===== src/sv/rsv_pkg.sv =====
// package for the redundant image scrub voter
// payload types, register indexes, action codes and fixed field widths
// no dependencies
package rsv_pkg;

	localparam int BYTE_W      = 8;
	localparam int CHUNK_W     = 14;
	localparam int IMAGE_W     = 19;
	localparam int CHUNK_IDX_W = 12;
	localparam int FIX_W       = 13;
	localparam int ACTION_W    = 2;
	localparam int CFG_IDX_W   = 1;
	localparam int CFG_DATA_W  = IMAGE_W;

	localparam logic [CHUNK_W-1:0] CHUNK_RESET = CHUNK_W'(5120);
	localparam logic [IMAGE_W-1:0] IMAGE_RESET = IMAGE_W'(112356);
	localparam logic [FIX_W-1:0]   FIX_MAX     = {FIX_W{1'b1}};

	localparam logic [CFG_IDX_W-1:0] REG_CHUNK_BYTES = 1'd0;
	localparam logic [CFG_IDX_W-1:0] REG_IMAGE_BYTES = 1'd1;

	localparam logic [ACTION_W-1:0] ACT_LEAVE  = 2'd0;
	localparam logic [ACTION_W-1:0] ACT_FROM_A = 2'd1;
	localparam logic [ACTION_W-1:0] ACT_FROM_B = 2'd2;

	typedef struct packed {
		logic [BYTE_W-1:0] copy_a_byte;
		logic [BYTE_W-1:0] copy_b_byte;
		logic [BYTE_W-1:0] flash_byte;
	} scan_item_t;

	typedef struct packed {
		logic [ACTION_W-1:0]    action;
		logic [CHUNK_IDX_W-1:0] chunk_index;
		logic [FIX_W-1:0]       corrections;
		logic                   image_done;
		logic                   rewritten;
	} verdict_item_t;

endpackage


===== src/sv/rsv_scan_if.sv =====
// byte triple channel of the scrub voter
// depends on rsv_pkg
interface rsv_scan_if import rsv_pkg::*; ();
	logic       valid;
	logic       ready;
	scan_item_t data;

	modport source(output valid, output data, input ready);
	modport sink(input valid, input data, output ready);
endinterface


===== src/sv/rsv_verdict_if.sv =====
// chunk decision channel of the scrub voter
// depends on rsv_pkg
interface rsv_verdict_if import rsv_pkg::*; ();
	logic          valid;
	logic          ready;
	verdict_item_t data;

	modport source(output valid, output data, input ready);
	modport sink(input valid, input data, output ready);
endinterface


===== src/sv/rsv_cfg_regs.sv =====
// configuration registers of the scrub voter and their clamped limits
// depends on rsv_pkg
module rsv_cfg_regs import rsv_pkg::*; #(
	parameter int MAX_CHUNK = 8192,
	parameter int MAX_IMAGE = 262144,
	localparam int CW  = $clog2(MAX_CHUNK + 1),
	localparam int IW  = $clog2(MAX_IMAGE + 1),
	localparam int CLW = (CW > CHUNK_W) ? CW : CHUNK_W,
	localparam int ILW = (IW > IMAGE_W) ? IW : IMAGE_W
) (
	input  logic                  clk,
	input  logic                  arst_n,
	input  logic                  cfg_we,
	input  logic [CFG_IDX_W-1:0]  cfg_index,
	input  logic [CFG_DATA_W-1:0] cfg_data,
	output logic [CLW-1:0]        chunk_lim,
	output logic [ILW-1:0]        image_lim
);

	logic [CHUNK_W-1:0] chunk_bytes_q;
	logic [IMAGE_W-1:0] image_bytes_q;
	logic [CLW-1:0]     chunk_ext;
	logic [ILW-1:0]     image_ext;

	always_ff @(posedge clk or negedge arst_n) begin
		if (!arst_n) begin
			chunk_bytes_q <= CHUNK_RESET;
			image_bytes_q <= IMAGE_RESET;
		end else if (cfg_we) begin
			case (cfg_index)
				REG_CHUNK_BYTES: chunk_bytes_q <= cfg_data[CHUNK_W-1:0];
				REG_IMAGE_BYTES: image_bytes_q <= cfg_data[IMAGE_W-1:0];
				default: ;
			endcase
		end
	end

	assign chunk_ext = CLW'(chunk_bytes_q);
	assign image_ext = ILW'(image_bytes_q);

	// zero reads as one, oversize saturates
	always_comb begin
		if (chunk_bytes_q == '0) begin
			chunk_lim = CLW'(1);
		end else if (chunk_ext > CLW'(MAX_CHUNK)) begin
			chunk_lim = CLW'(MAX_CHUNK);
		end else begin
			chunk_lim = chunk_ext;
		end
		if (image_bytes_q == '0) begin
			image_lim = ILW'(1);
		end else if (image_ext > ILW'(MAX_IMAGE)) begin
			image_lim = ILW'(MAX_IMAGE);
		end else begin
			image_lim = image_ext;
		end
	end

endmodule


===== src/sv/rsv_vote.sv =====
// per-chunk match tracking, similarity counts and two-of-three decision
// depends on rsv_pkg
module rsv_vote import rsv_pkg::*; #(
	parameter int MAX_CHUNK = 8192,
	parameter int MAX_IMAGE = 262144,
	localparam int CW  = $clog2(MAX_CHUNK + 1),
	localparam int IW  = $clog2(MAX_IMAGE + 1),
	localparam int CLW = (CW > CHUNK_W) ? CW : CHUNK_W,
	localparam int ILW = (IW > IMAGE_W) ? IW : IMAGE_W
) (
	input  logic          clk,
	input  logic          arst_n,
	input  logic          fire,
	input  scan_item_t    item,
	input  logic [CLW-1:0] chunk_lim,
	input  logic [ILW-1:0] image_lim,
	output logic          res_valid,
	output verdict_item_t res
);

	logic [CW-1:0]          chunk_pos_q;
	logic [IW-1:0]          image_pos_q;
	logic [CHUNK_IDX_W-1:0] chunk_num_q;
	logic                   agree_q;
	logic                   a_ok_q;
	logic                   b_ok_q;
	logic [CW-1:0]          sim_a_q;
	logic [CW-1:0]          sim_b_q;
	logic [FIX_W-1:0]       fix_q;

	logic                   eq_af;
	logic                   eq_bf;
	logic                   agree_n;
	logic                   a_ok_n;
	logic                   b_ok_n;
	logic [CW-1:0]          sim_a_n;
	logic [CW-1:0]          sim_b_n;
	logic [CW-1:0]          chunk_pos_n;
	logic [IW-1:0]          image_pos_n;
	logic                   chunk_end;
	logic                   done;
	logic [ACTION_W-1:0]    action;
	logic [FIX_W-1:0]       fix_n;

	assign eq_af       = item.copy_a_byte == item.flash_byte;
	assign eq_bf       = item.copy_b_byte == item.flash_byte;
	assign agree_n     = agree_q & (item.copy_a_byte == item.copy_b_byte);
	assign a_ok_n      = a_ok_q & eq_af;
	assign b_ok_n      = b_ok_q & eq_bf;
	assign sim_a_n     = sim_a_q + CW'(eq_af);
	assign sim_b_n     = sim_b_q + CW'(eq_bf);
	assign chunk_pos_n = chunk_pos_q + CW'(1);
	assign image_pos_n = image_pos_q + IW'(1);
	assign done        = ILW'(image_pos_n) >= image_lim;
	assign chunk_end   = (CLW'(chunk_pos_n) >= chunk_lim) | done;

	always_comb begin
		action = ACT_LEAVE;
		if (!agree_n) begin
			if (!a_ok_n && !b_ok_n) begin
				action = (sim_a_n <= sim_b_n) ? ACT_FROM_B : ACT_FROM_A;
			end
		end else if (!a_ok_n) begin
			action = ACT_FROM_A;
		end
	end

	assign fix_n = ((action != ACT_LEAVE) && (fix_q != FIX_MAX)) ? fix_q + FIX_W'(1) : fix_q;

	assign res_valid       = fire & chunk_end;
	assign res.action      = action;
	assign res.chunk_index = chunk_num_q;
	assign res.corrections = fix_n;
	assign res.image_done  = done;
	assign res.rewritten   = fix_n != '0;

	always_ff @(posedge clk or negedge arst_n) begin
		if (!arst_n) begin
			chunk_pos_q <= '0;
			image_pos_q <= '0;
			chunk_num_q <= '0;
			agree_q     <= 1'b1;
			a_ok_q      <= 1'b1;
			b_ok_q      <= 1'b1;
			sim_a_q     <= '0;
			sim_b_q     <= '0;
			fix_q       <= '0;
		end else if (fire) begin
			if (chunk_end) begin
				chunk_pos_q <= '0;
				agree_q     <= 1'b1;
				a_ok_q      <= 1'b1;
				b_ok_q      <= 1'b1;
				sim_a_q     <= '0;
				sim_b_q     <= '0;
			end else begin
				chunk_pos_q <= chunk_pos_n;
				agree_q     <= agree_n;
				a_ok_q      <= a_ok_n;
				b_ok_q      <= b_ok_n;
				sim_a_q     <= sim_a_n;
				sim_b_q     <= sim_b_n;
			end
			if (done) begin
				image_pos_q <= '0;
				chunk_num_q <= '0;
				fix_q       <= '0;
			end else begin
				image_pos_q <= image_pos_n;
				if (chunk_end) begin
					chunk_num_q <= chunk_num_q + CHUNK_IDX_W'(1);
					fix_q       <= fix_n;
				end
			end
		end
	end

endmodule


===== src/sv/redundant_image_scrub_voter_core.sv =====
// top level of the redundant image scrub voter
// depends on rsv_pkg, rsv_scan_if, rsv_verdict_if, rsv_cfg_regs, rsv_vote
//
// usage:
// scan carries one byte position per transaction: the byte of backup copy A,
// of backup copy B and of live flash. bytes arrive in image order.
// verdict carries one decision per chunk: leave, rewrite from A, or rewrite
// from B, with the chunk index, running correction count, image end and the
// rewritten flag. positions inside a chunk give no transaction on verdict.
// cfg_we/cfg_index/cfg_data write chunk_bytes (index 0) and image_bytes
// (index 1); write them only while no bytes are in flight.
// throughput: one byte per cycle while the verdict sink does not stall, set
// by the single input register feeding the compare and count logic.
// a decision becomes valid on verdict when the byte that ends its chunk moves
// from the input register into the result register.
// reset clears all counters and flags and restores the register defaults
// 5120 and 112356.
// when the verdict sink stalls the result register holds; an empty input
// register still takes one byte, after which scan.ready stays low until the
// result is taken.
module redundant_image_scrub_voter_core import rsv_pkg::*; #(
	parameter int MAX_CHUNK = 8192,
	parameter int MAX_IMAGE = 262144
) (
	input  logic                  clk,
	input  logic                  arst_n,
	input  logic                  cfg_we,
	input  logic [CFG_IDX_W-1:0]  cfg_index,
	input  logic [CFG_DATA_W-1:0] cfg_data,
	rsv_scan_if.sink              scan,
	rsv_verdict_if.source         verdict
);

	localparam int CW  = $clog2(MAX_CHUNK + 1);
	localparam int IW  = $clog2(MAX_IMAGE + 1);
	localparam int CLW = (CW > CHUNK_W) ? CW : CHUNK_W;
	localparam int ILW = (IW > IMAGE_W) ? IW : IMAGE_W;

	logic [CLW-1:0] chunk_lim;
	logic [ILW-1:0] image_lim;
	logic           valid_s1;
	scan_item_t     item_s1;
	logic           out_free;
	logic           fire;
	logic           res_valid;
	verdict_item_t  res;
	logic           out_valid_q;
	verdict_item_t  out_q;

	rsv_cfg_regs #(
		.MAX_CHUNK(MAX_CHUNK),
		.MAX_IMAGE(MAX_IMAGE)
	) u_cfg (
		.clk      (clk),
		.arst_n   (arst_n),
		.cfg_we   (cfg_we),
		.cfg_index(cfg_index),
		.cfg_data (cfg_data),
		.chunk_lim(chunk_lim),
		.image_lim(image_lim)
	);

	assign out_free   = !out_valid_q || verdict.ready;
	assign fire       = valid_s1 && out_free;
	assign scan.ready = !valid_s1 || out_free;

	always_ff @(posedge clk or negedge arst_n) begin
		if (!arst_n) begin
			valid_s1 <= 1'b0;
		end else if (scan.valid && scan.ready) begin
			valid_s1 <= 1'b1;
		end else if (fire) begin
			valid_s1 <= 1'b0;
		end
	end

	always_ff @(posedge clk) begin
		if (scan.valid && scan.ready) begin
			item_s1 <= scan.data;
		end
	end

	rsv_vote #(
		.MAX_CHUNK(MAX_CHUNK),
		.MAX_IMAGE(MAX_IMAGE)
	) u_vote (
		.clk      (clk),
		.arst_n   (arst_n),
		.fire     (fire),
		.item     (item_s1),
		.chunk_lim(chunk_lim),
		.image_lim(image_lim),
		.res_valid(res_valid),
		.res      (res)
	);

	always_ff @(posedge clk or negedge arst_n) begin
		if (!arst_n) begin
			out_valid_q <= 1'b0;
		end else if (res_valid) begin
			out_valid_q <= 1'b1;
		end else if (verdict.ready) begin
			out_valid_q <= 1'b0;
		end
	end

	always_ff @(posedge clk) begin
		if (res_valid) begin
			out_q <= res;
		end
	end

	assign verdict.valid = out_valid_q;
	assign verdict.data  = out_q;

endmodule


===== src/flat_wrapper.sv =====
// flat-port wrapper written by rule: the top's interface ports become plain ports
module redundant_image_scrub_voter_core_flat import rsv_pkg::*;
#(
	parameter int MAX_CHUNK = 8192,
	parameter int MAX_IMAGE = 262144
)
  (clk, arst_n, cfg_we, cfg_index, cfg_data, scan_valid, scan_data, scan_ready, verdict_valid, verdict_data, verdict_ready);
  rsv_scan_if scan_i ();
  rsv_verdict_if verdict_i ();
  input  logic clk;
  input  logic arst_n;
  input  logic cfg_we;
  input  logic [CFG_IDX_W-1:0] cfg_index;
  input  logic [CFG_DATA_W-1:0] cfg_data;
  input wire logic [$bits(scan_i.valid)-1:0] scan_valid;
  input wire logic [$bits(scan_i.data)-1:0] scan_data;
  output wire logic [$bits(scan_i.ready)-1:0] scan_ready;
  output wire logic [$bits(verdict_i.valid)-1:0] verdict_valid;
  output wire logic [$bits(verdict_i.data)-1:0] verdict_data;
  input wire logic [$bits(verdict_i.ready)-1:0] verdict_ready;
  assign scan_i.valid = scan_valid;
  assign scan_i.data = scan_data;
  assign scan_ready = scan_i.ready;
  assign verdict_valid = verdict_i.valid;
  assign verdict_data = verdict_i.data;
  assign verdict_i.ready = verdict_ready;
  redundant_image_scrub_voter_core #(.MAX_CHUNK(MAX_CHUNK), .MAX_IMAGE(MAX_IMAGE)) u_core (.clk(clk), .arst_n(arst_n), .cfg_we(cfg_we), .cfg_index(cfg_index), .cfg_data(cfg_data), .scan(scan_i), .verdict(verdict_i));
endmodule

===== config.mk =====
export PLATFORM = sky130hd
export DESIGN_NAME = redundant_image_scrub_voter_core_flat
export DESIGN_NICKNAME = d
export VERILOG_FILES = /design/src/sv/rsv_pkg.sv /design/src/sv/rsv_scan_if.sv /design/src/sv/rsv_verdict_if.sv /design/src/sv/rsv_cfg_regs.sv /design/src/sv/rsv_vote.sv /design/src/sv/redundant_image_scrub_voter_core.sv /design/src/flat_wrapper.sv
export SDC_FILE = /design/constraint.sdc
export NUM_CORES = 1
export LEC_CHECK = 0
export ABC_AREA = 0
export BUFFER_PORTS_ARGS = -buffer_cell sky130_fd_sc_hd__clkbuf_2
export CAP_MARGIN = 20
export CORE_UTILIZATION = 40
export DETAILED_ROUTE_END_ITERATION = 16
export GPL_TIMING_DRIVEN = 0
export PLACE_DENSITY = 0.58
export SYNTH_ARGS = -nofsm -noshare
export SYNTH_HDL_FRONTEND = slang
export SYNTH_HIERARCHICAL = 1
export SYNTH_SLANG_ARGS = --single-unit

===== constraint.sdc =====
create_clock -name clk -period 4.1 [get_ports clk]
set_clock_uncertainty 0.05 [all_clocks]
set_input_delay 0.205 -clock clk [delete_from_list [all_inputs] [get_ports clk]]
set_output_delay 0.205 -clock clk [all_outputs]
set_load 0.01 [all_outputs]

==> results of run 1 <==
## routing by layer
| metal | vias up | track usage | wire [um] |
|---|---|---|---|
| li1 | 3594 | - | - |
| met1 | 3614 | 0.2693 | 11240 |
| met2 | 131 | 0.2832 | 10340 |
| met3 | 20 | 0.02727 | 671 |
| met4 | 0 | 0.05813 | 287 |
| met5 | - | 0 | 0 |
## final cells by class
class / count / area (um2) / area share
Sequential cell: 177 / 4716 / 0.3918
Clock buffer: 21 / 484.2 / 0.04023
Buffer: 45 / 266.5 / 0.02214
Clock inverter: 11 / 161.4 / 0.01341
Multi-Input combinational cell: 627 / 4826 / 0.4010
Inverter: 55 / 219.0 / 0.01819
Timing Repair inverter: 1 / 8.758 / 0.0007277
Tap cell: 324 / 405.4 / 0.03368
Timing Repair Buffer: 132 / 948.4 / 0.07880
## flip-flops by register name, indices dropped and copies added, names as in the netlist, 14 cells and up
signal / count
u_core/item_s1: 24
u_core/u_vote/image_pos_q: 19
u_core/u_cfg/chunk_bytes_q: 14
u_core/u_cfg/image_bytes_q: 19
u_core/u_vote/chunk_pos_q: 14
u_core/verdict.data: 29
u_core/u_vote/sim_b_q: 14
u_core/u_vote/sim_a_q: 14
## power by group through the flow
stage / logic [mW] / registers, mW / clock network [mW]
after floorplan: 0.986 / 2.31 / 0
after global placement: 1.36 / 2.35 / 0
after detailed placement: 1.38 / 2.36 / 0
after CTS: 1.43 / 2.32 / 1.82
after global routing: 1.64 / 2.37 / 1.88
final: 1.47 / 2.33 / 1.77
## logic make-up (layout without fill, tap and decap cells)
group                      count (synthesis)  in the layout  share of synthesized area
and+or+nand+nor                          278            278                     0.1505
DFF                                      177            177                     0.4741
AOI/OAI and AO/OA                        161            161                     0.1301
buffers and inverters                    101            265                    0.04618
xor gates and xnor gates                  91             91                    0.08017
adders and majority gates                 56             56                    0.07048
muxes                                     41             41                    0.04845
## cells in the final DEF, fill, tap and decap left out, types with 25 or more instances in the layout
| cell type | instances |
|---|---|
| a32o_1 | 27 |
| dlygate4sd3_1 | 44 |
| edfxtp_1 | 53 |
| nand2_1 | 53 |
| clkbuf_2 | 81 |
| xnor2_1 | 60 |
| nor2b_1 | 36 |
| ha_1 | 55 |
| nand3_1 | 46 |
| dfrtp_1 | 107 |
| nor2_1 | 34 |
| inv_1 | 52 |
| mux2_2 | 25 |
| xor2_1 | 30 |
## what timing repair did
action / in CTS / in global routing
endpoints found under the setup margin: 117 / 117
resized for setup: 8 / 20
hold endpoints to repair: 93 / 0
hold buffers: 44 / 0
pin swaps: 2 / 4
gates cloned: 0 / 1
setup buffers: 3 / 5
## critical path, delay by kind of cell, from the launching register on
kind	cells	cell delay, ns
simple gates	9	1.67
fa+ha+maj	1	0.31
xor+xnor	1	0.23
compound gates	2	0.62
buf+inv	3	0.33
flops	1	0.44
## worst paths after layout
check,start,endpoint,cells past startpoint
max in group asynchronous,arst_n,u_core/u_vote/agree_q,3
max,u_core/u_vote/image_pos_q[0],u_core/verdict.data[6],16
min reg2reg,u_core/u_vote/agree_q,u_core/u_vote/agree_q,2
min,cfg_data[7],u_core/u_cfg/chunk_bytes_q[7],2
max reg2reg,u_core/u_vote/image_pos_q[0],u_core/verdict.data[6],16
min in group asynchronous,arst_n,u_core/u_cfg/chunk_bytes_q[2],2
## stage by stage
step / hold slack (ns) / instance area (um2) / TNS, ns
floorplan: -0.1406 / 9942 / 0
global placement: 0.3323 / 10740 / -26.74
detailed placement: 0.1403 / 10780 / -23.38
CTS: 0.004946 / 11920 / 0
global route: 0.009678 / 12040 / 0
finish: 0.01700 / 12040 / 0
==> qor.csv, run 1 <==
stage;metric;value;unit
run_status;status;finished clean;
worst_hold_path;worst min path class;in2reg;
clock_tree;clk sinks;177;
cells_and_area;area grow syn2layout;21.05;%
timing;Slew headroom;0.5443;
place;Detail Placement HPWL;15980;um
clock_tree;TritonCTS clock tree;yes;
timing;fin crit share;0.9503;
clock_tree;Root Driver;clkbuf_16;
floorplanning;row count;57;
worst_setup_path;Crit. End Element;flip-flop;
synth;Post-synth EDFFs;53;
flow_run;Max Cap Viol;0;
synth;#FFs+latches synth;177;
routing;Vias;7359;
cells_and_area;Post-Layout Cell Count;1393;
cells_and_area;fin nets;1161;
worst_setup_path;R2R Setup Slk;0.20;ns
floorplanning;number of I/O pins;80;
global_routing;initial antenna violation count;0;
routing;vias per cell;5.283;
synth;top-area cell type share of the netlist area;0.2744;
pwr;Net Sw Frac;0.3149;
pwr;Pwr Total;5.572;mW
pwr;PD cells;462.9;nW/um2
place;DP Cell Count;1309;
worst_setup_path;Worst path max stage delay;0.44;ns
routing;Iter 0 DRT Violations;376;
pwr;Worst VDD drop;0.3072;mV
synth;count leader, synth;dfrtp_1;
timing;final setup fails;0;
clock_tree;clk_lat worst skew;0.44;ns
routing;Antenna Nets Post-Route;0;
worst_setup_path;CP Launch Type;flip-flop;
place;number of port buffers;79;
floorplanning;Core Area;24320;um2
worst_setup_path;crit-path cells;and4_1, nand4_1, nor2_2, and3_1, nand3_1, xnor2_2, ha_1, and4_1, nand2_1, nor3_1, a211oi_2, and2_4, inv_2, o21ai_4, clkinv_8, buf_12;
synth;synth cell count leaders;dfrtp_1 (109), xnor2_1 (61), ha_1 (56);
worst_setup_path;CP most frequent cell;and4_1;
worst_setup_path;Critical-path top delay cell;dfrtp_2;
worst_setup_path;Setup CP Type;reg2reg;
clock_tree;CTS Buf Count;17;
synth;Top FF cell, synth;dfrtp_1;
pwr;LEAKAGE;5.302;nW
timing;Fin. Hold Viols;0;
synth;top post-synthesis cells by area;dfrtp_1 (27%), edfxtp_1 (16%), ha_1 (7.0%);
global_routing;grt ovf;0;
worst_setup_path;Crit Path Max Fanout;14;
pwr;Logic pwr share;0.263;
global_routing;vias in the first global route;7282;
global_routing;largest net degree at the start of global routing;76;
pwr;Seq pwr share;0.419;
routing;final WL;22540;um
global_routing;Total GRT Usage;0.1851;
worst_setup_path;CP Data Required Time;4.25;ns
cells_and_area;layout cells sized above 1;0.2133;
timing;max frequency;0.2567;GHz
timing;post-route setup slack;0.2038;ns
pwr;Internal;3.817;mW
synth;Ys Warns;6;
synth;synthesized area;9942;um2
clock_tree;CTS H-tree depth;4;
cells_and_area;FILL cells;2232;
synth;post-synth net total;1010;
timing;Final Max Tran Viols;0;
timing;Slew @ Worst Pin;0.6836;ns
floorplanning;die area;25490;um2
pwr;clock share of power;0.318;
floorplanning;Die Ht;159.7;um
synth;Synth Area per Inst;10.99;um2
timing;unrepaired setup endpoints after global routing;no;
floorplanning;Starting Density;0.4088;
place;Post-Place Setup Slack;-0.4629;ns
cells_and_area;Ant. Diodes;0;
routing;DR WL/cell;16.18;um
timing;crit path time final;3.896;ns
worst_setup_path;Worst Path Arrival;4.05;ns
synth;Seq/Total Area, Yosys;0.4741;
pwr;Psw;1.755;mW
floorplanning;die width;159.7;um
global_routing;first-pass GRT wire length;37520;um
routing;DRC;0;
routing;Pre-antenna DRT Iters;6;
synth;Yosys top cell by area;dfrtp_1;
synth;Async SR Flop Fraction;0.7006;
synth;library cells used by synthesis;74;
place;Placer Congestion;0.8070;
clock_tree;Clock transition at path regs;0.07;ns
synth;synthesized instance count;905;
cells_and_area;fin util;0.4949;
clock_tree;Longest Clk Path Bufs;2;
(Power assumes the default switching activity.)
==> run 2, diff against run 1 <==
- BUFFER_PORTS_ARGS: -buffer_cell sky130_fd_sc_hd__clkbuf_2 -> default
- DONT_BUFFER_PORTS: default -> 1
- PLACE_DENSITY: 0.58 -> 0.55
==> qor.csv, run 2 (synthesized netlist as in run 1, its figures left out) <==
stage;metric;value;unit;change
clock_tree;clk sinks;177;;unchanged
global_routing;largest net degree at the start of global routing;125;;was 76
cells_and_area;most frequent cells in the layout;dfrtp_1 (106), xnor2_1 (61), ha_1 (55);;was dfrtp_1 (107), clkbuf_2 (81), xnor2_1 (60)
global_routing;grt ovf;0;;unchanged
floorplanning;row count;57;;unchanged
floorplanning;Starting Density;0.4088;;unchanged
clock_tree;TritonCTS clock tree;yes;;unchanged
floorplanning;Die Ht;159.7;um;unchanged
worst_setup_path;CP most frequent cell;and4_1;;unchanged
routing;Antenna Nets Post-Route;0;;unchanged
timing;unrepaired setup endpoints after global routing;yes;;was no
floorplanning;Core Area;24320;um2;unchanged
cells_and_area;fin nets;1082;;was 1161
worst_setup_path;Reg2Reg Depth;16;;unchanged
worst_setup_path;Top Family by Delay on Critical Path;simple AND/OR/NAND/NOR gates;;unchanged
global_routing;first-pass GRT wire length;37180;um;was 37520 um
worst_setup_path;CP Data Required Time;4.37;ns;was 4.25 ns
floorplanning;die area;25490;um2;unchanged
clock_tree;Clock transition at path regs;0.07;ns;about the same
timing;crit path time final;3.954;ns;was 3.896 ns
clock_tree;clk_lat worst skew;0.44;ns;about the same
routing;Iter 0 DRT Violations;392;;was 376
worst_setup_path;CP Launch Type;flip-flop;;unchanged
worst_setup_path;Worst path max stage delay;0.42;ns;was 0.44 ns
cells_and_area;most common cell after layout, fill and taps aside;dfrtp_1;;unchanged
pwr;Worst VDD drop;0.2297;mV;was 0.3072 mV
floorplanning;number of I/O pins;80;;unchanged
worst_setup_path;Critical Path Sink;u_core/u_vote/fix_q[12];;was u_core/verdict.data[6]
place;DP Area;10350;um2;was 10780 um2
cells_and_area;FILL cells;2183;;was 2232
timing;max frequency;0.2529;GHz;was 0.2567 GHz
place;number of port buffers;0;;was 79
cells_and_area;Ant. Diodes;0;;unchanged
place;DP Cell Count;1229;;was 1309
routing;Pre-antenna DRT Iters;4;;was 6
timing;Final Max Tran Viols;0;;unchanged
worst_setup_path;Crit Path Max Fanout;33;;was 14
worst_setup_path;crit-path cells;and4_1, nand4_1, nor2_2, and3_1, nand3_1, xnor2_1, ha_1, and4_1, nand2_1, nor3_1, a211oi_2, and2_4, inv_2, o21ai_4, inv_8, o221a_1;;was and4_1, nand4_1, nor2_2, and3_1, nand3_1, xnor2_2, ha_1, and4_1, nand2_1, nor3_1, a211oi_2, and2_4, inv_2, o21ai_4, clkinv_8, buf_12
worst_setup_path;R2R Setup Slk;0.15;ns;was 0.20 ns
clock_tree;CTS Buf Count;17;;unchanged
worst_setup_path;stages on the worst setup path;16;;unchanged
pwr;Pwr Total;5.332;mW;was 5.572 mW
cells_and_area;max FFs per register;29;;unchanged
routing;Vias;6974;;was 7359
worst_setup_path;critical path startpoint;u_core/u_vote/image_pos_q[3];;was u_core/u_vote/image_pos_q[0]
place;Detail Placement HPWL;15560;um;was 15980 um
worst_setup_path;worst r2r dst;u_core/u_vote/fix_q[12];;was u_core/verdict.data[6]
worst_setup_path;Crit. End Element;flip-flop;;unchanged
worst_setup_path;Worst Path Arrival;4.22;ns;was 4.05 ns
routing;vias per cell;5.307;;was 5.283
worst_setup_path;Critical-path top delay cell;dfrtp_1;;was dfrtp_2
timing;Slew headroom;0.5279;;was 0.5443
worst_setup_path;R2R Path Start;u_core/u_vote/image_pos_q[3];;was u_core/u_vote/image_pos_q[0]
place;Placer Congestion;0.8024;;was 0.8070
cells_and_area;layout cells sized above 1;0.1495;;was 0.2133
run_status;status;finished clean;;unchanged
routing;DR WL/cell;17.13;um;was 16.18 um
timing;final setup fails;0;;unchanged
worst_hold_path;worst min path class;in2reg;;unchanged
clock_tree;Root Driver;clkbuf_16;;unchanged
timing;Fin. Hold Viols;0;;unchanged
global_routing;Total GRT Usage;0.1852;;was 0.1851
flow_run;Max Cap Viol;0;;unchanged
pwr;PD cells;461.9;nW/um2;was 462.9 nW/um2
clock_tree;CTS H-tree depth;4;;unchanged
global_routing;vias in the first global route;6841;;was 7282
worst_setup_path;Setup CP Type;reg2reg;;unchanged
timing;Slew @ Worst Pin;0.7082;ns;was 0.6836 ns
global_routing;initial antenna violation count;0;;unchanged
clock_tree;Longest Clk Path Bufs;2;;unchanged
pwr;LEAKAGE;4.907;nW;was 5.302 nW
timing;fin crit share;0.9643;;was 0.9503
cells_and_area;Design Area, Final;11540;um2;was 12040 um2
routing;final WL;22510;um;was 22540 um
floorplanning;die width;159.7;um;unchanged
cells_and_area;Post-Layout Cell Count;1314;;was 1393
cells_and_area;area grow syn2layout;16.11;%;was 21.05%
routing;DRC;0;;unchanged
worst_setup_path;buffers and inverters on the worst path;2;;was 3
==> run 2: cell types whose count changed in the layout (fill, tap and decap cells not counted), moves of 3 or more <==
cell	previous run	this run
clkbuf_2	81	3
inv_6	3	6
dlygate4sd3_1	44	47
bufinv_16	3	0
==> run 2: how the worst min path moves through the flow <==
stage / from / endpoint / slack, ns / cells after the start
after global placement: arst_n / u_core/u_cfg/chunk_bytes_q[4] / -0.14 / 0
after CTS: cfg_we / u_core/u_cfg/image_bytes_q[11] / 0.11 / 2
final: cfg_we / u_core/u_cfg/image_bytes_q[10] / 0.13 / 2
after floorplan: arst_n / u_core/u_cfg/chunk_bytes_q[0] / -0.14 / 0
after detailed placement: arst_n / u_core/u_cfg/chunk_bytes_q[4] / -0.14 / 0
after global routing: cfg_we / u_core/u_cfg/image_bytes_q[7] / 0.13 / 2
==> run 2: timing repair <==
item                                   CTS  global route
setup endpoints to repair               95           112
pin swaps                                2             2
resized for setup                        7            22
endpoints found under the hold margin  183             0
hold buffers                            48             0
setup buffers                            2             4
==> run 2: report_power, final <==
group,switching (mW),internal (mW)
logic,0.788,0.607
registers,0.244,2.11
clock network,0.779,0.808
==> run 2: final cells by class <==
type / count / area [um2] / share of cell area
well taps: 324 / 405.4 / 0.03512
plain buffers: 45 / 264.0 / 0.02287
clock buffers: 17 / 425.4 / 0.03685
repair buffers: 54 / 543.0 / 0.04704
flip-flops and latches: 177 / 4717 / 0.4086
multi-input cells: 627 / 4827 / 0.4182
clock inverters: 15 / 147.6 / 0.01279
inverters: 55 / 214.0 / 0.01853
==> run 2: layer usage <==
layer / up-vias / track usage / wire (um) / part of all wire
li1: 3439 / - / - / -
met5: - / 0 / 0 / 0
met2: 75 / 0.2783 / 10000 / 0.44
met3: 19 / 0.03169 / 507 / 0.023
met1: 3441 / 0.2747 / 11800 / 0.52
met4: 0 / 0.04895 / 202 / 0.0090
==> run 2: through the flow <==
stage          hold WS, ns  TNS (ns)    util  setup WS [ns]
4_1_cts             0.1119         0  0.4708        0.02176
6_report            0.1346         0  0.4747         0.1464
2_1_floorplan      -0.1406         0       -         0.4057
3_3_place_gp       -0.1355    -13.07  0.4255        -0.3284
5_1_grt             0.1329   -0.2796  0.4747       -0.06914
3_5_place_dp       -0.1356    -17.25  0.4255        -0.3746
==> run 3, diff against run 2 <==
--- a/config.mk
+++ b/config.mk
@@ -13,3 +13,3 @@
 export GPL_TIMING_DRIVEN = 0
-export PLACE_DENSITY = 0.55
+export PLACE_DENSITY = 0.61
 export SYNTH_ARGS = -nofsm -noshare
--- a/constraint.sdc
+++ b/constraint.sdc
@@ -4,2 +4,2 @@
 set_output_delay 0.205 -clock clk [all_outputs]
-set_load 0.01 [all_outputs]
+set_load 0.1 [all_outputs]
==> qor.csv, run 3 (synthesized netlist as in run 1, its figures left out) <==
stage;metric;value;unit;change
run_status;status;finished clean;;unchanged
pwr;Seq pwr share;0.456;;was 0.441
worst_setup_path;worst r2r dst;u_core/u_vote/fix_q[12];;unchanged
cells_and_area;fin nets;1081;;was 1082
global_routing;initial antenna violation count;0;;unchanged
clock_tree;Clock transition at path regs;0.07;ns;about the same
worst_setup_path;Crit Path Max Fanout;33;;unchanged
timing;fin crit share;0.9323;;was 0.9643
routing;Pre-antenna DRT Iters;5;;was 4
cells_and_area;most common cell after layout, fill and taps aside;dfrtp_1;;unchanged
timing;crit path time final;3.823;ns;was 3.954 ns
worst_setup_path;R2R Setup Slk;0.28;ns;was 0.15 ns
worst_setup_path;Critical Path Sink;u_core/u_vote/fix_q[12];;unchanged
floorplanning;Core Area;24320;um2;unchanged
cells_and_area;Post-Layout Cell Count;1313;;was 1314
floorplanning;row count;57;;unchanged
routing;DRC;0;;unchanged
floorplanning;number of I/O pins;80;;unchanged
floorplanning;die width;159.7;um;unchanged
global_routing;first-pass GRT wire length;36870;um;was 37180 um
routing;Antenna Nets Post-Route;0;;unchanged
timing;Final Max Tran Viols;0;;unchanged
timing;Slew headroom;0.3505;;was 0.5279
clock_tree;Longest Clk Path Bufs;2;;unchanged
worst_hold_path;hold depth;1;;was 2
worst_setup_path;Worst path max stage delay;0.41;ns;was 0.42 ns
cells_and_area;area grow syn2layout;16.42;%;was 16.11%
global_routing;largest net degree at the start of global routing;125;;unchanged
worst_setup_path;Worst Path Arrival;4.08;ns;was 4.22 ns
routing;final WL;21870;um;was 22510 um
worst_setup_path;CP Launch Type;flip-flop;;unchanged
worst_setup_path;Setup CP Type;reg2reg;;unchanged
pwr;clock share of power;0.300;;was 0.298
timing;max frequency;0.2616;GHz;was 0.2529 GHz
worst_setup_path;Critical-path top delay cell;dfrtp_2;;was dfrtp_1
pwr;LEAKAGE;4.942;nW;was 4.907 nW
timing;final setup fails;0;;unchanged
timing;Slew @ Worst Pin;0.9742;ns;was 0.7082 ns
pwr;Psw;1.962;mW;was 1.811 mW
place;DP Area;10350;um2;unchanged
cells_and_area;fin util;0.4759;;was 0.4747
routing;vias per cell;5.390;;was 5.307
pwr;Worst VDD drop;0.2601;mV;was 0.2297 mV
pwr;Internal;3.680;mW;was 3.522 mW
floorplanning;Die Ht;159.7;um;unchanged
routing;Iter 0 DRT Violations;472;;was 392
cells_and_area;FILL cells;2212;;was 2183
pwr;PD cells;487.4;nW/um2;was 461.9 nW/um2
timing;post-route setup slack;0.2775;ns;was 0.1464 ns
place;DP Cell Count;1229;;unchanged
place;number of port buffers;0;;unchanged
pwr;Logic pwr share;0.245;;was 0.262
place;Placer Congestion;0.8155;;was 0.8024
clock_tree;Root Driver;clkbuf_16;;unchanged
global_routing;grt ovf;0;;unchanged
cells_and_area;max FFs per register;29;;unchanged
worst_setup_path;buffers and inverters on the worst path;3;;was 2
clock_tree;CTS Buf Count;17;;unchanged
place;Detail Placement HPWL;15240;um;was 15560 um
worst_setup_path;critical path startpoint;u_core/u_vote/image_pos_q[0];;was u_core/u_vote/image_pos_q[3]
worst_hold_path;worst min path class;in2reg;;unchanged
routing;Vias;7077;;was 6974
worst_setup_path;CP Data Required Time;4.36;ns;was 4.37 ns
flow_run;Max Cap Viol;0;;unchanged
cells_and_area;layout cells sized above 1;0.1486;;was 0.1495
clock_tree;TritonCTS clock tree;yes;;unchanged
timing;Fin. Hold Viols;0;;unchanged
floorplanning;Starting Density;0.4088;;unchanged
cells_and_area;Design Area, Final;11570;um2;was 11540 um2
global_routing;Total GRT Usage;0.1809;;was 0.1852
floorplanning;die area;25490;um2;unchanged
timing;setup TNS;0;ns;unchanged
worst_setup_path;R2R Path Start;u_core/u_vote/image_pos_q[0];;was u_core/u_vote/image_pos_q[3]
cells_and_area;Ant. Diodes;0;;unchanged
worst_setup_path;Reg2Reg Depth;16;;unchanged
pwr;Net Sw Frac;0.3477;;was 0.3396
global_routing;vias in the first global route;7035;;was 6841
clock_tree;clk_lat worst skew;0.43;ns;was 0.44 ns
worst_setup_path;Top Family by Delay on Critical Path;simple AND/OR/NAND/NOR gates;;unchanged
worst_setup_path;stages on the worst setup path;16;;unchanged
clock_tree;clk sinks;177;;unchanged
routing;DR WL/cell;16.66;um;was 17.13 um
worst_setup_path;Crit. End Element;flip-flop;;unchanged
clock_tree;CTS H-tree depth;4;;unchanged
place;Post-Place Setup Slack;-0.3497;ns;was -0.3746 ns
worst_setup_path;crit-path cells;ha_2, nand3_2, or2_2, clkbuf_1, nor2_1, xor2_1, ha_1, and3_1, a221oi_2, nor3_1, a211oi_2, and2_4, inv_2, o21ai_4, inv_8, o221a_1;;was and4_1, nand4_1, nor2_2, and3_1, nand3_1, xnor2_1, ha_1, and4_1, nand2_1, nor3_1, a211oi_2, and2_4, inv_2, o21ai_4, inv_8, o221a_1
cells_and_area;most frequent cells in the layout;dfrtp_1 (108), xnor2_1 (60), ha_1 (55);;was dfrtp_1 (106), xnor2_1 (61), ha_1 (55)
==> run 3: changes by cell type in the layout (fill, tap and decap cells not counted), sizes merged, moves of 2 or more <==
| cell | previous run | this run |
|---|---|---|
| clkbuf | 36 | 42 |
| clkinv | 6 | 3 |
| buf | 33 | 31 |
| bufinv | 0 | 2 |
| inv | 63 | 61 |
==> run 3: layout make-up <==
class                   count  area [um2]  share of cell area
clock buffers              21       471.7             0.04075
inverters                  55       214.0             0.01848
multi-input cells         627        4830              0.4173
flip-flops and latches    177        4715              0.4073
plain buffers              45       265.3             0.02292
clock inverters            11       141.4             0.01221
well taps                 324       405.4             0.03502
repair buffers             53       533.0             0.04605
==> run 3: what timing repair did <==
item | CTS | global route
cloned | 0 | 0
pin swaps | 2 | 3
hold buffers | 47 | 0
setup buffers | 2 | 4
resized for setup | 7 | 21
endpoints found under the hold margin | 183 | 0
endpoints found under the setup margin | 82 | 118
==> run 3: power by group through the flow <==
stage                     clock network, mW  logic [mW]  registers, mW
after floorplan                           0       0.992           2.53
after CTS                              1.73        1.37           2.57
final                                  1.69        1.38           2.57
after global routing                   1.81        1.56           2.60
after detailed placement                  0        1.28           2.60
after global placement                    0        1.26           2.59
==> run 3: metal layers <==
metal	GRT usage	part of all wire
met1	0.2583	0.48
met5	0	0
met3	0.02779	0.034
met4	0.04764	0.010
met2	0.2860	0.48
==> run 3: worst min-delay path by stage <==
stage	startpoint	slack, ns	endpoint
4_1_cts	scan_valid	0.13	u_core/item_s1[12]
2_1_floorplan	arst_n	-0.14	u_core/u_cfg/chunk_bytes_q[0]
5_1_grt	scan_valid	0.13	u_core/item_s1[16]
3_5_place_dp	arst_n	-0.14	u_core/u_cfg/chunk_bytes_q[3]
6_report	scan_valid	0.14	u_core/item_s1[1]
3_3_place_gp	arst_n	-0.14	u_core/u_cfg/chunk_bytes_q[3]
==> run 3: metrics by stage <==
| stage | total power, mW | hold WS, ns |
|---|---|---|
| final | 5.642 | 0.1396 |
| after global routing | 5.978 | 0.1323 |
| after CTS | 5.665 | 0.1270 |
| after detailed placement | 3.879 | -0.1374 |
| after global placement | 3.855 | -0.1366 |
| after floorplan | 3.520 | -0.1406 |
